$ cat src/wfl_pkg.sv
package wfl_pkg;

    // Configuration register indexes on the write channel.
    localparam logic [2:0] REG_FLOOD_THRESHOLD = 3'd0;
    localparam logic [2:0] REG_WINDOW_TICKS    = 3'd1;
    localparam logic [2:0] REG_FLOOD_ACTION    = 3'd2;
    localparam logic [2:0] REG_WARNING_LIMIT   = 3'd3;
    localparam logic [2:0] REG_WARNING_PENALTY = 3'd4;

    // Reset values of the configuration registers.
    localparam logic [14:0] FLOOD_THRESHOLD_RST = 15'd5;
    localparam logic [31:0] WINDOW_TICKS_RST    = 32'd60;
    localparam logic [2:0]  FLOOD_ACTION_RST    = 3'd1;
    localparam logic [14:0] WARNING_LIMIT_RST   = 15'd3;
    localparam logic [1:0]  WARNING_PENALTY_RST = 2'd0;

    // Depth of the queue between the front and the back.
    localparam int QUEUE_DEPTH = 2;

    // Actions taken when the flood threshold is met inside the window.
    typedef enum logic [2:0] {
        ACT_NONE       = 3'd0,
        ACT_WARN       = 3'd1,
        ACT_COUNTED    = 3'd2,
        ACT_DISCONNECT = 3'd3,
        ACT_KICK       = 3'd4,
        ACT_TEMP_BAN   = 3'd5,
        ACT_BAN        = 3'd6
    } wfl_action_t;

    // Verdict codes on the result channel.
    localparam logic [2:0] VERDICT_NONE       = 3'd0;
    localparam logic [2:0] VERDICT_WARNING    = 3'd1;
    localparam logic [2:0] VERDICT_DISCONNECT = 3'd2;
    localparam logic [2:0] VERDICT_KICK       = 3'd3;
    localparam logic [2:0] VERDICT_TEMP_BAN   = 3'd4;
    localparam logic [2:0] VERDICT_BAN        = 3'd5;

    // Live configuration as seen by the back part.
    typedef struct packed {
        logic [14:0] flood_threshold;
        logic [31:0] window_ticks;
        logic [2:0]  flood_action;
        logic [14:0] warning_limit;
        logic [1:0]  warning_penalty;
    } wfl_cfg_t;

    // Head of the event queue.
    typedef struct packed {
        logic        valid;
        logic [63:0] tick;
    } wfl_item_t;

endpackage

$ cat src/windowed_flood_limiter_core.sv
// Windowed flood limiter for one sender.
// Events arrive on the s_ stream, one tick value per transfer in s_tdata.
// Every event yields exactly one result on the m_ stream: blocked in bit 0,
// the verdict in bits 3:1 and user_closed in bit 4.
// Configuration is written through cfg_valid/cfg_index/cfg_data while the
// block is idle; this binds the user, the block itself does not enforce it.
// cfg_ready is always high; each write is registered in the configuration.
// An event is stored in the queue, then its decision in the result register.
// Throughput: one event per cycle while m_tready is high, limited by the back
// part's combinational window compare and counter update for the next event.
// A two-entry queue separates the input from the decision logic, and the
// result register holds its transfer while m_tready is low; the input keeps
// accepting until the queue is full, then s_tready drops.
// Reset (aresetn low, synchronous) empties the queue and the result register,
// clears the event count, window start and warning total, and restores the
// configuration defaults: threshold 5, window 60 ticks, action warn,
// warning limit 3, penalty disconnect.
module windowed_flood_limiter_core
    import wfl_pkg::*;
(
    input  logic        aclk,
    input  logic        aresetn,
    input  logic        s_tvalid,
    output logic        s_tready,
    input  logic [63:0] s_tdata,    // [63:0] current_tick
    output logic        m_tvalid,
    input  logic        m_tready,
    output logic [7:0]  m_tdata,    // [0] blocked, [3:1] verdict, [4] user_closed
    input  logic        cfg_valid,
    output logic        cfg_ready,
    input  logic [2:0]  cfg_index,
    input  logic [31:0] cfg_data
);

    wfl_cfg_t  cfg_reg;
    wfl_item_t head;
    logic      pop;

    assign cfg_ready = 1'b1;

    // Configuration registers; writes beyond the list are dropped.
    always_ff @(posedge aclk) begin
        if (!aresetn) begin
            cfg_reg.flood_threshold <= FLOOD_THRESHOLD_RST;
            cfg_reg.window_ticks    <= WINDOW_TICKS_RST;
            cfg_reg.flood_action    <= FLOOD_ACTION_RST;
            cfg_reg.warning_limit   <= WARNING_LIMIT_RST;
            cfg_reg.warning_penalty <= WARNING_PENALTY_RST;
        end else if (cfg_valid && cfg_ready) begin
            case (cfg_index)
                REG_FLOOD_THRESHOLD: cfg_reg.flood_threshold <= cfg_data[14:0];
                REG_WINDOW_TICKS:    cfg_reg.window_ticks    <= cfg_data;
                REG_FLOOD_ACTION:    cfg_reg.flood_action    <= cfg_data[2:0];
                REG_WARNING_LIMIT:   cfg_reg.warning_limit   <= cfg_data[14:0];
                REG_WARNING_PENALTY: cfg_reg.warning_penalty <= cfg_data[1:0];
                default: begin
                end
            endcase
        end
    end

    wfl_front u_front (
        .aclk     (aclk),
        .aresetn  (aresetn),
        .s_tvalid (s_tvalid),
        .s_tready (s_tready),
        .s_tdata  (s_tdata),
        .head     (head),
        .pop      (pop)
    );

    wfl_back u_back (
        .aclk     (aclk),
        .aresetn  (aresetn),
        .cfg      (cfg_reg),
        .head     (head),
        .pop      (pop),
        .m_tvalid (m_tvalid),
        .m_tready (m_tready),
        .m_tdata  (m_tdata)
    );

endmodule

$ cat src/wfl_front.sv
module wfl_front
    import wfl_pkg::*;
(
    input  logic        aclk,
    input  logic        aresetn,
    input  logic        s_tvalid,
    output logic        s_tready,
    input  logic [63:0] s_tdata,   // [63:0] current_tick
    output wfl_item_t   head,
    input  logic        pop
);

    localparam int PTR_W = $clog2(QUEUE_DEPTH);
    localparam int CNT_W = $clog2(QUEUE_DEPTH + 1);

    logic [63:0]      entry_reg [QUEUE_DEPTH];
    logic [PTR_W-1:0] wr_ptr_reg, wr_ptr_next;
    logic [PTR_W-1:0] rd_ptr_reg, rd_ptr_next;
    logic [CNT_W-1:0] fill_reg, fill_next;
    logic             push;
    logic             take;

    // The queue takes a transfer whenever it has a free entry.
    assign s_tready = (fill_reg != CNT_W'(QUEUE_DEPTH));
    assign push     = s_tvalid && s_tready;
    assign take     = pop && head.valid;

    assign head.valid = (fill_reg != '0);
    assign head.tick  = entry_reg[rd_ptr_reg];

    // Pointer and fill bookkeeping; the pointers wrap at the depth.
    always_comb begin
        wr_ptr_next = wr_ptr_reg;
        rd_ptr_next = rd_ptr_reg;
        fill_next   = fill_reg;
        if (push) begin
            wr_ptr_next = (wr_ptr_reg == PTR_W'(QUEUE_DEPTH - 1)) ? '0 : wr_ptr_reg + 1'b1;
        end
        if (take) begin
            rd_ptr_next = (rd_ptr_reg == PTR_W'(QUEUE_DEPTH - 1)) ? '0 : rd_ptr_reg + 1'b1;
        end
        if (push && !take) begin
            fill_next = fill_reg + 1'b1;
        end else if (take && !push) begin
            fill_next = fill_reg - 1'b1;
        end
    end

    always_ff @(posedge aclk) begin
        if (!aresetn) begin
            wr_ptr_reg <= '0;
            rd_ptr_reg <= '0;
            fill_reg   <= '0;
        end else begin
            wr_ptr_reg <= wr_ptr_next;
            rd_ptr_reg <= rd_ptr_next;
            fill_reg   <= fill_next;
        end
    end

    // Event payload storage.
    always_ff @(posedge aclk) begin
        if (push) begin
            entry_reg[wr_ptr_reg] <= s_tdata;
        end
    end

endmodule

$ cat src/wfl_back.sv
module wfl_back
    import wfl_pkg::*;
(
    input  logic       aclk,
    input  logic       aresetn,
    input  wfl_cfg_t   cfg,
    input  wfl_item_t  head,
    output logic       pop,
    output logic       m_tvalid,
    input  logic       m_tready,
    output logic [7:0] m_tdata   // [0] blocked, [3:1] verdict, [4] user_closed, [7:5] zero
);

    logic [15:0] event_count_reg, event_count_next;
    logic [63:0] window_start_reg, window_start_next;
    logic [15:0] warning_total_reg, warning_total_next;
    logic        m_valid_reg;
    logic [4:0]  result_reg;

    logic        take;
    logic [63:0] window_end;
    logic        live;
    logic [15:0] thr16;
    logic [16:0] thr2;
    logic [15:0] count_inc;
    logic [15:0] warn_inc;
    logic        escalate;
    logic [2:0]  warn_verdict;
    logic        blocked;
    logic [2:0]  verdict;
    logic        closed;

    // An event leaves the queue when the output register is free or drains now.
    assign take = head.valid && (!m_valid_reg || m_tready);
    assign pop  = take;

    // Window test, threshold compares and the saturating warning step.
    always_comb begin
        window_end   = window_start_reg + {32'd0, cfg.window_ticks};
        live         = window_end > head.tick;
        thr16        = {1'b0, cfg.flood_threshold};
        thr2         = {thr16, 1'b0};
        count_inc    = event_count_reg + 16'd1;
        warn_inc     = (warning_total_reg == 16'hFFFF) ? warning_total_reg
                                                       : warning_total_reg + 16'd1;
        escalate     = warn_inc >= {1'b0, cfg.warning_limit};
        warn_verdict = escalate ? (VERDICT_DISCONNECT + {1'b0, cfg.warning_penalty})
                                : VERDICT_WARNING;
    end

    // Per-event decision and state update.
    always_comb begin
        event_count_next   = event_count_reg;
        window_start_next  = window_start_reg;
        warning_total_next = warning_total_reg;
        blocked            = 1'b0;
        verdict            = VERDICT_NONE;
        closed             = 1'b0;

        if (event_count_reg == 16'd0) begin
            // First event opens a window.
            window_start_next = head.tick;
            event_count_next  = 16'd1;
        end else if (event_count_reg == thr16 && live) begin
            // Threshold met inside the window: the configured action fires.
            blocked = 1'b1;
            case (wfl_action_t'(cfg.flood_action))
                ACT_WARN: begin
                    verdict          = VERDICT_WARNING;
                    event_count_next = count_inc;
                end
                ACT_COUNTED: begin
                    warning_total_next = warn_inc;
                    verdict            = warn_verdict;
                    closed             = escalate;
                    if (!escalate) begin
                        event_count_next = count_inc;
                    end
                end
                ACT_DISCONNECT, ACT_KICK, ACT_TEMP_BAN, ACT_BAN: begin
                    verdict = cfg.flood_action - 3'd1;
                    closed  = 1'b1;
                end
                default: begin
                end
            endcase
        end else if (event_count_reg > thr16 && live) begin
            // Past threshold: blocked; counted mode warns per further threshold's worth.
            blocked = 1'b1;
            if (wfl_action_t'(cfg.flood_action) == ACT_COUNTED &&
                {1'b0, event_count_reg} == thr2) begin
                warning_total_next = warn_inc;
                verdict            = warn_verdict;
                closed             = escalate;
                if (!escalate) begin
                    event_count_next = event_count_reg - thr16 + 16'd1;
                end
            end else begin
                event_count_next = count_inc;
            end
        end else if (!live) begin
            // Expired window restarts at this event.
            window_start_next = head.tick;
            event_count_next  = 16'd1;
        end else begin
            event_count_next = count_inc;
        end
    end

    always_ff @(posedge aclk) begin
        if (!aresetn) begin
            event_count_reg   <= '0;
            window_start_reg  <= '0;
            warning_total_reg <= '0;
            m_valid_reg       <= 1'b0;
        end else begin
            if (take) begin
                event_count_reg   <= event_count_next;
                window_start_reg  <= window_start_next;
                warning_total_reg <= warning_total_next;
                m_valid_reg       <= 1'b1;
            end else if (m_tready) begin
                m_valid_reg <= 1'b0;
            end
        end
    end

    // Result register.
    always_ff @(posedge aclk) begin
        if (take) begin
            result_reg <= {closed, verdict, blocked};
        end
    end

    assign m_tvalid = m_valid_reg;
    assign m_tdata  = {3'd0, result_reg};

endmodule

$ cat config.mk
export PLATFORM = sky130hd
export DESIGN_NAME = windowed_flood_limiter_core
export DESIGN_NICKNAME = d
export VERILOG_FILES = /design/src/wfl_pkg.sv /design/src/windowed_flood_limiter_core.sv /design/src/wfl_front.sv /design/src/wfl_back.sv
export SDC_FILE = /design/constraint.sdc
export NUM_CORES = 1
export LEC_CHECK = 0
export BUFFER_PORTS_ARGS = -buffer_cell sky130_fd_sc_hd__buf_2
export CAP_MARGIN = 15
export CORE_MARGIN = 4
export CORE_UTILIZATION = 55
export DETAILED_ROUTE_END_ITERATION = 6
export GPL_TIMING_DRIVEN = 0
export PLACE_DENSITY = 0.77
export REMOVE_ABC_BUFFERS = 1
export SLEW_MARGIN = 20
export SYNTH_ARGS = -nofsm -noshare
export SYNTH_HDL_FRONTEND = slang
export SYNTH_SLANG_ARGS = --single-unit
$ cat constraint.sdc
create_clock -name aclk -period 8.95 [get_ports aclk]
set_input_delay 2.2375 -clock aclk [delete_from_list [all_inputs] [get_ports aclk]]
set_output_delay 2.2375 -clock aclk [all_outputs]
set_load 0.01 [all_outputs]
==> impl_metrics.toml, run 1 <==
[min_path]
hp-start = "cfg_reg[6]"
hp-class = "flop to flop"
min_path_cells = 2
hold-path-endpoint = "cfg_reg[6]"

[global_route]
grt_pass1_vias = 12820
antenna_found_initial = 2
grt_max_degree = 87
grt_overflow_total = 0
grt_first_pass_wirelength_um = 63110
grt_usage = 0.2251

[synth]
synth_seq_area_share = 0.4340
yosysWarnings = 0
ys.flop_type = "dfxtp_1"
syn_inst = 1754
synth_cell_types = 78
synth-async-reset-ratio = 0
syn_area_per_cell_um2 = 9.690
synth_edf_count = 133
yosys_register_bits = 302
syn_area_um2 = 17000

[critical_path]
cp.required_ps = 9390
worstSetupEndpointType = "flop"
ff2ff_setup_slack_ps = 1780
r2r-end = "u_back.warning_total_reg[6]"
ff2ff_path_depth = 23
rr_startpoint = "cfg_reg[30]"
crit_path_start_kind = "flop"
crit_fanout = 21
cp.arrival_ps = 7610
critPathKind = "flop to flop"

[placed_design]
hpwl_um = 28080
place_area_um2 = 18000
io_buffers = 110
gp_congestion = 0.9010
preCtsSetupSlack_ps = 1503

[pwr]
power-per-cell-area_nw_per_um2 = 265.2
peakVddDrop_mv = 0.2020
p_leak_nw = 7.723
power.total_mw = 5.085

[sta]
slew_headroom = 0.3058
rsz0062_at_grt = "false"
post-route-period-util = 0.8011
timing.hold.ws_ps = 454.6
min_period_ps = 7170
max_freq_mhz = 139.5
fin_skew_ps = 21.00
setup_viol = 0
slew_violations = 0
hold_violations = 0
fin_ws_ps = 1780
setup_tns_ps = 0
worst_pin_slew_ps = 1038

[clock_tree]
cts_tree = "yes"
numCtsBuffers = 34
cts.sinks = 302
htreeDepth = 2
clockBufferDepth = 3
root_buffer = "clkbuf_16"
path_clk_slew_ps = 60
cts.repair.resized = 0
holdBufCountCts = 0
clkLatencyLatePin_ps = 520
postCtsSetupBuffers = 0

[detailed_routing]
vias_per_cell = 5.808
wl_um = 38570
antenna_left = 0
initialDrtViolationCount = 789
wl_per_cell_um = 17.06
drc_errors = 0
drtPass1Iterations = 5
vias = 13130

[finish]
drive_gt1_frac = 0.1078
nNetsFinal = 2103
largest_reg_flops = 128
final_cell_area_um2 = 19180
multi_input_area_um2 = 9007
fillCellCount = 2439
syn2layout_area_growth_pct = 12.82
n_antenna_cell = 0
final-seq-area_um2 = 7381

[die]
ioPinCount = 115
die_h_um = 183.8
design.die.area_um2 = 33780
start_util = 0.5571
core_area_um2 = 30510
die_w_um = 183.8
fp-row-count = 64

[flow_run]
drv_cap = 0

[run_status]
status = "completed"
-- through the flow --
stage / util / std cells
floorplan: - / 1681
global placement: 0.5807 / 2187
detailed placement: 0.5901 / 2198
CTS: 0.6282 / 2260
global route: 0.6285 / 2261
finish: 0.6285 / 2261
-- cell families after synthesis --
group,synth area share
AND/OR/NAND/NOR,0.1627
AO/OA/AOI/OAI,0.1353
flip-flops,0.4340
adder cells (fa/ha/maj),0.1213
buffers and inverters,0.03769
XOR/XNOR,0.05617
multiplexers,0.05234
other,0.0004419
-- worst max-delay path, cell delays in order (launching register included) --
cell and delay [ps]:
dfxtp_1 330, ha_1 410, and4_1 240, o21ai_0 90, o21a_1 210, a311oi_2 380
a311oi_2 240, a22oi_2 370, a221o_1 520, nand2b_1 280, nor3_1 270, xor2_1 120
ha_1 310, nand4_1 190, nor4_4 350, nand3_1 140, o2111ai_1 270, a211oi_1 160
nand2_1 120, and2_1 750, nor4b_4 580, buf_6 250, or4b_1 440, o21ai_1 80
-- placed cells by master (no fill, tap or decap), types with 77 or more instances in the layout --
| cell | instances |
|---|---|
| nand2_1 | 211 |
| dfxtp_1 | 168 |
| ha_1 | 152 |
| nor2_1 | 144 |
| edfxtp_1 | 133 |
| a21oi_1 | 127 |
| buf_2 | 110 |
| inv_1 | 81 |
| mux2i_1 | 81 |
| xnor2_1 | 77 |
-- worst max path at each step --
stage | to | depth (start not counted) | start
finish | u_back.warning_total_reg[6] | 23 | cfg_reg[30]
global route | u_back.warning_total_reg[8] | 23 | u_back.window_start_reg[11]
CTS | u_back.warning_total_reg[6] | 22 | cfg_reg[30]
detailed placement | u_back.warning_total_reg[8] | 22 | cfg_reg[30]
global placement | u_back.window_start_reg[0] | 12 | flop
floorplan | u_back.window_start_reg[0] | 12 | flop
-- layer usage --
metal,GRT usage,routed length (µm)
met1,0.3002,16900
met2,0.3818,18480
met3,0.03542,2244
met4,0.06507,927
met5,0,21
-- report_power, final --
group / switching, mW / internal [mW]
sequential: 0.187 / 1.73
combinational: 0.992 / 0.736
clock: 0.569 / 0.870
total: 1.75 / 3.34
-- final cells by class --
class                   instances  area share
flip-flops and latches        302      0.3849
clock inverters                22     0.01174
clock buffers                  40     0.04881
inverters                      82     0.01631
repair buffers                122     0.04267
multi-input cells            1297      0.4697
well taps                     396     0.02584
-- synthesized netlist by cell type, drive strengths merged (4+ instances only) --
cell | n | area [µm²]
a211oi | 68 | 510.5
a21o | 22 | 165.2
a21oi | 128 | 644.4
a311oi | 4 | 47.55
a31oi | 8 | 50.05
and2 | 11 | 68.82
and3 | 27 | 168.9
and4 | 9 | 78.83
buf | 31 | 166.4
clkbuf | 44 | 166.4
dfxtp | 169 | 3383
edfxtp | 133 | 3994
fa | 8 | 160.2
ha | 152 | 1902
inv | 82 | 307.8
mux2 | 7 | 78.82
mux2i | 81 | 810.8
nand2 | 211 | 792.0
nand2b | 23 | 143.9
nand3 | 54 | 275.3
nand4 | 33 | 212.7
nor2 | 146 | 548.0
nor2b | 12 | 75.07
nor3 | 16 | 85.08
nor4 | 10 | 83.83
nor4b | 6 | 67.56
o211a | 5 | 50.05
o211ai | 16 | 120.1
o21a | 11 | 82.58
o21ai | 51 | 255.2
o21bai | 6 | 45.04
o22ai | 10 | 62.56
xnor2 | 77 | 674.4
xor2 | 32 | 280.3
Note: power is estimated with default switching activity, not from simulation.
==> inputs of run 2 (changes only) <==
Clock period 8.95 ns to 7.4 ns, I/O delays scaled along.
==> impl_metrics.toml, run 2 (synthesized netlist as in run 1, its figures left out) <==
[placed_design]
place_area_um2 = 18000
gp_congestion = 0.9010
preCtsSetupSlack_ps = -47.49
hpwl_um = 28080
io_buffers = 110

[die]
die_h_um = 183.8
fp-row-count = 64
core_area_um2 = 30510
design.die.area_um2 = 33780
die_w_um = 183.8
start_util = 0.5571
ioPinCount = 115

[sta]
slew_headroom = 0.3024
hold_violations = 0
post-route-period-util = 0.9305
slew_violations = 0
rsz0062_at_grt = "false"
setup_viol = 0
setup_tns_ps = 0
max_freq_mhz = 145.2
fin_ws_ps = 514.3
min_period_ps = 6886
worst_pin_slew_ps = 1044
fin_skew_ps = 19.61

[run_status]
status = "completed"

[global_route]
antenna_found_initial = 2
grt_usage = 0.2263
grt_first_pass_wirelength_um = 63390
grt_pass1_vias = 12880
grt_max_degree = 87
grt_overflow_total = 0

[detailed_routing]
initialDrtViolationCount = 829
maxUsedRoutingLayer = "met5"
drc_errors = 0
vias_per_cell = 5.809
vias = 13130
antenna_left = 0
drtPass1Iterations = 5
wl_um = 38870
wl_met1_um = 16980
wl_met2_um = 18720
wl_met3_um = 2222
wl_per_cell_um = 17.19

[finish]
final_cell_area_um2 = 19190
final-seq-area_um2 = 7381
drive_gt1_frac = 0.1083
syn2layout_area_growth_pct = 12.91
fillCellCount = 2439
n_antenna_cell = 0
mostFrequentLayoutCells = "nand2_1 (211), dfxtp_1 (168), ha_1 (152)"
layout_commonest_cell = "nand2_1"
multi_input_area_um2 = 9032
nNetsFinal = 2103
largest_reg_flops = 128
fin_util = 0.6290

[clock_tree]
clkLatencyLatePin_ps = 520
clockBufferDepth = 3
cts_tree = "yes"
postCtsSetupBuffers = 0
path_clk_slew_ps = 60
cts.sinks = 302
htreeDepth = 2
numCtsBuffers = 34
root_buffer = "clkbuf_16"

[critical_path]
rr_startpoint = "cfg_reg[30]"
r2r-end = "u_back.warning_total_reg[8]"
ff2ff_setup_slack_ps = 510
cp.arrival_ps = 7320
ff2ff_path_depth = 22
crit_fanout = 22
critPathKind = "flop to flop"
cp.required_ps = 7840
timing.critical_path.to = "u_back.warning_total_reg[8]"
worstSetupEndpointType = "flop"
crit_start = "cfg_reg[30]"
crit_path_start_kind = "flop"

[min_path]
hp-class = "flop to flop"

[pwr]
p_leak_nw = 7.731
peakVddDrop_mv = 0.2441
power-per-cell-area_nw_per_um2 = 320.8
power.total_mw = 6.157

[flow_run]
drv_cap = 0
run 2: changes by cell type in the layout (fill, tap and decap cells not counted):
| cell | change |
|---|---|
| and2_1 | -1 |
| and2_2 | +1 |
| buf_6 | -1 |
| nor4b_4 | +1 |
run 2: power by group:
part / switching [mW] / internal (mW) / total [mW] / leakage, nW
Clock: 0.686 / 1.05 / 1.74 / 0.574
Combinational: 1.21 / 0.891 / 2.10 / 4.53
Sequential: 0.227 / 2.09 / 2.32 / 2.63
run 2: worst min-delay path by stage:
stage | slack, ps | start | depth (start not counted) | endpoint
floorplan | 440 | cfg_reg[10] | 2 | cfg_reg[10]
global placement | 450 | cfg_reg[12] | 2 | cfg_reg[12]
detailed placement | 450 | cfg_reg[6] | 2 | cfg_reg[6]
CTS | 460 | cfg_reg[6] | 2 | cfg_reg[6]
global route | 470 | cfg_reg[15] | 2 | cfg_reg[15]
finish | 460 | cfg_reg[6] | 2 | cfg_reg[6]
run 2: area by class of cell:
class / count / area share
Clock buffer: 40 / 0.04877
Clock inverter: 22 / 0.01174
Inverter: 82 / 0.01630
Multi-Input combinational cell: 1298 / 0.4707
Sequential cell: 302 / 0.3846
Tap cell: 396 / 0.02582
Timing Repair Buffer: 121 / 0.04206
run 2: worst max-delay path: stages (launching register included):
cell and delay [ps]:
dfxtp_1 330, ha_1 410, and4_1 240, o21ai_0 90, o21a_1 210, a311oi_2 380
a311oi_2 240, a22oi_2 360, a221o_1 520, nand2b_1 280, nor3_1 270, xor2_1 120
ha_1 310, nand4_1 190, nor4_4 350, nand3_1 140, o2111ai_1 270, a211oi_1 160
nand2_1 120, and2_2 510, nor4b_4 730, or4b_1 490, o21ai_1 80
run 2: repair_timing:
action	in CTS	in global routing
gates cloned	1	0
resized for setup	0	1
endpoints found under the setup margin	3	21
hold buffers	0	0
run 2: through the flow:
stage | instances | hold slack [ps]
2_1_floorplan | 1681 | 436.3
3_3_place_gp | 2187 | 445.8
3_5_place_dp | 2198 | 448.1
4_1_cts | 2261 | 456.1
5_1_grt | 2261 | 473.0
6_report | 2261 | 455.3
run 2: routing by layer:
layer | up-vias | global-route usage
li1 | 6491 | -
met1 | 6188 | 0.3006
met2 | 366 | 0.3837
met3 | 85 | 0.03601
met4 | 4 | 0.06773
met5 | - | 0
==> inputs of run 3 (changes only) <==
Clock period 7.4 ns to 6.7 ns, I/O delays scaled along.
==> impl_metrics.toml, run 3 (synthesized netlist as in run 1, its figures left out) <==
[sta]
setup_tns_ps = 0
slew_violations = 0
fin_ws_ps = 426.7
hold_violations = 0
rsz0062_at_grt = "false"
slew_headroom = 0.3075
min_period_ps = 6273
setup_viol = 0
post-route-period-util = 0.9363
max_freq_mhz = 159.4
fin_skew_ps = 20.30
timing.hold.ws_ps = 455.6
worst_pin_slew_ps = 1036

[global_route]
grt_first_pass_wirelength_um = 63440
use_met1 = 0.3009
antenna_found_initial = 2
grt_overflow_total = 0
grt_usage = 0.2265
use_met3 = 0.03641
grt_busiest_layer = "met2"
met2_usage = 0.3846
grt_max_degree = 87
grt_pass1_vias = 12880

[die]
design.die.area_um2 = 33780
die_h_um = 183.8
start_util = 0.5571
ioPinCount = 115
fp-row-count = 64
die_w_um = 183.8
core_area_um2 = 30510

[finish]
fillCellCount = 2429
final_cell_area_um2 = 19260
mostFrequentLayoutCells = "nand2_1 (211), dfxtp_1 (168), ha_1 (152)"
n_antenna_cell = 0
layout_commonest_cell = "nand2_1"
largest_reg_flops = 128
syn2layout_area_growth_pct = 13.30
drive_gt1_frac = 0.1133
nNetsFinal = 2109
fin_util = 0.6312
fin_cells = 2267

[clock_tree]
clkLatencyLatePin_ps = 520
cts.sinks = 302
htreeDepth = 2
root_buffer = "clkbuf_16"
holdBufCountCts = 0
path_clk_slew_ps = 60
numCtsBuffers = 34
clockBufferDepth = 3
cts_tree = "yes"

[critical_path]
crit_path_start_kind = "flop"
rr_startpoint = "cfg_reg[20]"
cp.depth = 26
crit_family = "compound AO/OA/AOI/OAI gates"
crit_start = "cfg_reg[20]"
ff2ff_setup_slack_ps = 430
timing.critical_path.to = "u_back.warning_total_reg[15]"
critPathKind = "flop to flop"
crit_fanout = 14
ff2ff_path_depth = 26
cp.arrival_ps = 6700
slowest_delay_ps = 680
cp.required_ps = 7130
cp_slowest_cell = "mux2i_1"
critical_path_buf_inv_count = 3
r2r-end = "u_back.warning_total_reg[15]"
worstSetupEndpointType = "flop"

[detailed_routing]
drtPass1Iterations = 5
vias = 13200
wl_um = 39010
antenna_left = 0
initialDrtViolationCount = 812
drc_errors = 0
vias_per_cell = 5.820
wl_per_cell_um = 17.21

[placed_design]
place_area_um2 = 18000
io_buffers = 110
gp_congestion = 0.9010
preCtsSetupSlack_ps = -747.5
dpl.cell_count = 2198
hpwl_um = 28080

[pwr]
p_leak_nw = 7.763
peakVddDrop_mv = 0.2701
power.total_mw = 6.806
power-per-cell-area_nw_per_um2 = 353.5

[run_status]
status = "completed"

[flow_run]
drv_cap = 0

[min_path]
hp-class = "flop to flop"
## run 3: worst min-delay path, stage by stage, from the launching register on
cell,delay [ps]
dfxtp_1,310
nand2_1,50
a21oi_1,50
## run 3: cell type report
cell class,instances,area [µm²],share of cell area
tap,396,495.5,0.02573
sequential,302,7381,0.3833
clock buffer,40,935.9,0.04860
multi-input combinational,1298,9041,0.4695
clock inverter,22,225.2,0.01170
inverter,82,312.8,0.01624
timing repair buffer,127,864.6,0.04490
## run 3: worst min-delay path by stage
stage | start | end | depth (start not counted)
floorplan | cfg_reg[10] | cfg_reg[10] | 2
global placement | cfg_reg[12] | cfg_reg[12] | 2
detailed placement | cfg_reg[6] | cfg_reg[6] | 2
CTS | cfg_reg[6] | cfg_reg[6] | 2
global route | cfg_reg[15] | cfg_reg[15] | 2
finish | cfg_reg[6] | cfg_reg[6] | 2
## run 3: routing by layer
layer	part of all wire	wire (µm)
met1	0.44	17190
met2	0.48	18760
met3	0.054	2098
met4	0.024	944
met5	0.00054	21
## run 3: what timing repair did
action,in CTS,in global routing
cloned,1,0
setup endpoints to repair,66,67
pin swaps,0,3
resized for setup,4,2
setup buffers,3,3
## run 3: power breakdown
group	leakage [nW]	total (mW)	switching (mW)	internal, mW
combinational	4.56	2.32	1.34	0.987
sequential	2.63	2.56	0.250	2.31
clock	0.574	1.92	0.758	1.16
total	7.76	6.81	2.34	4.46
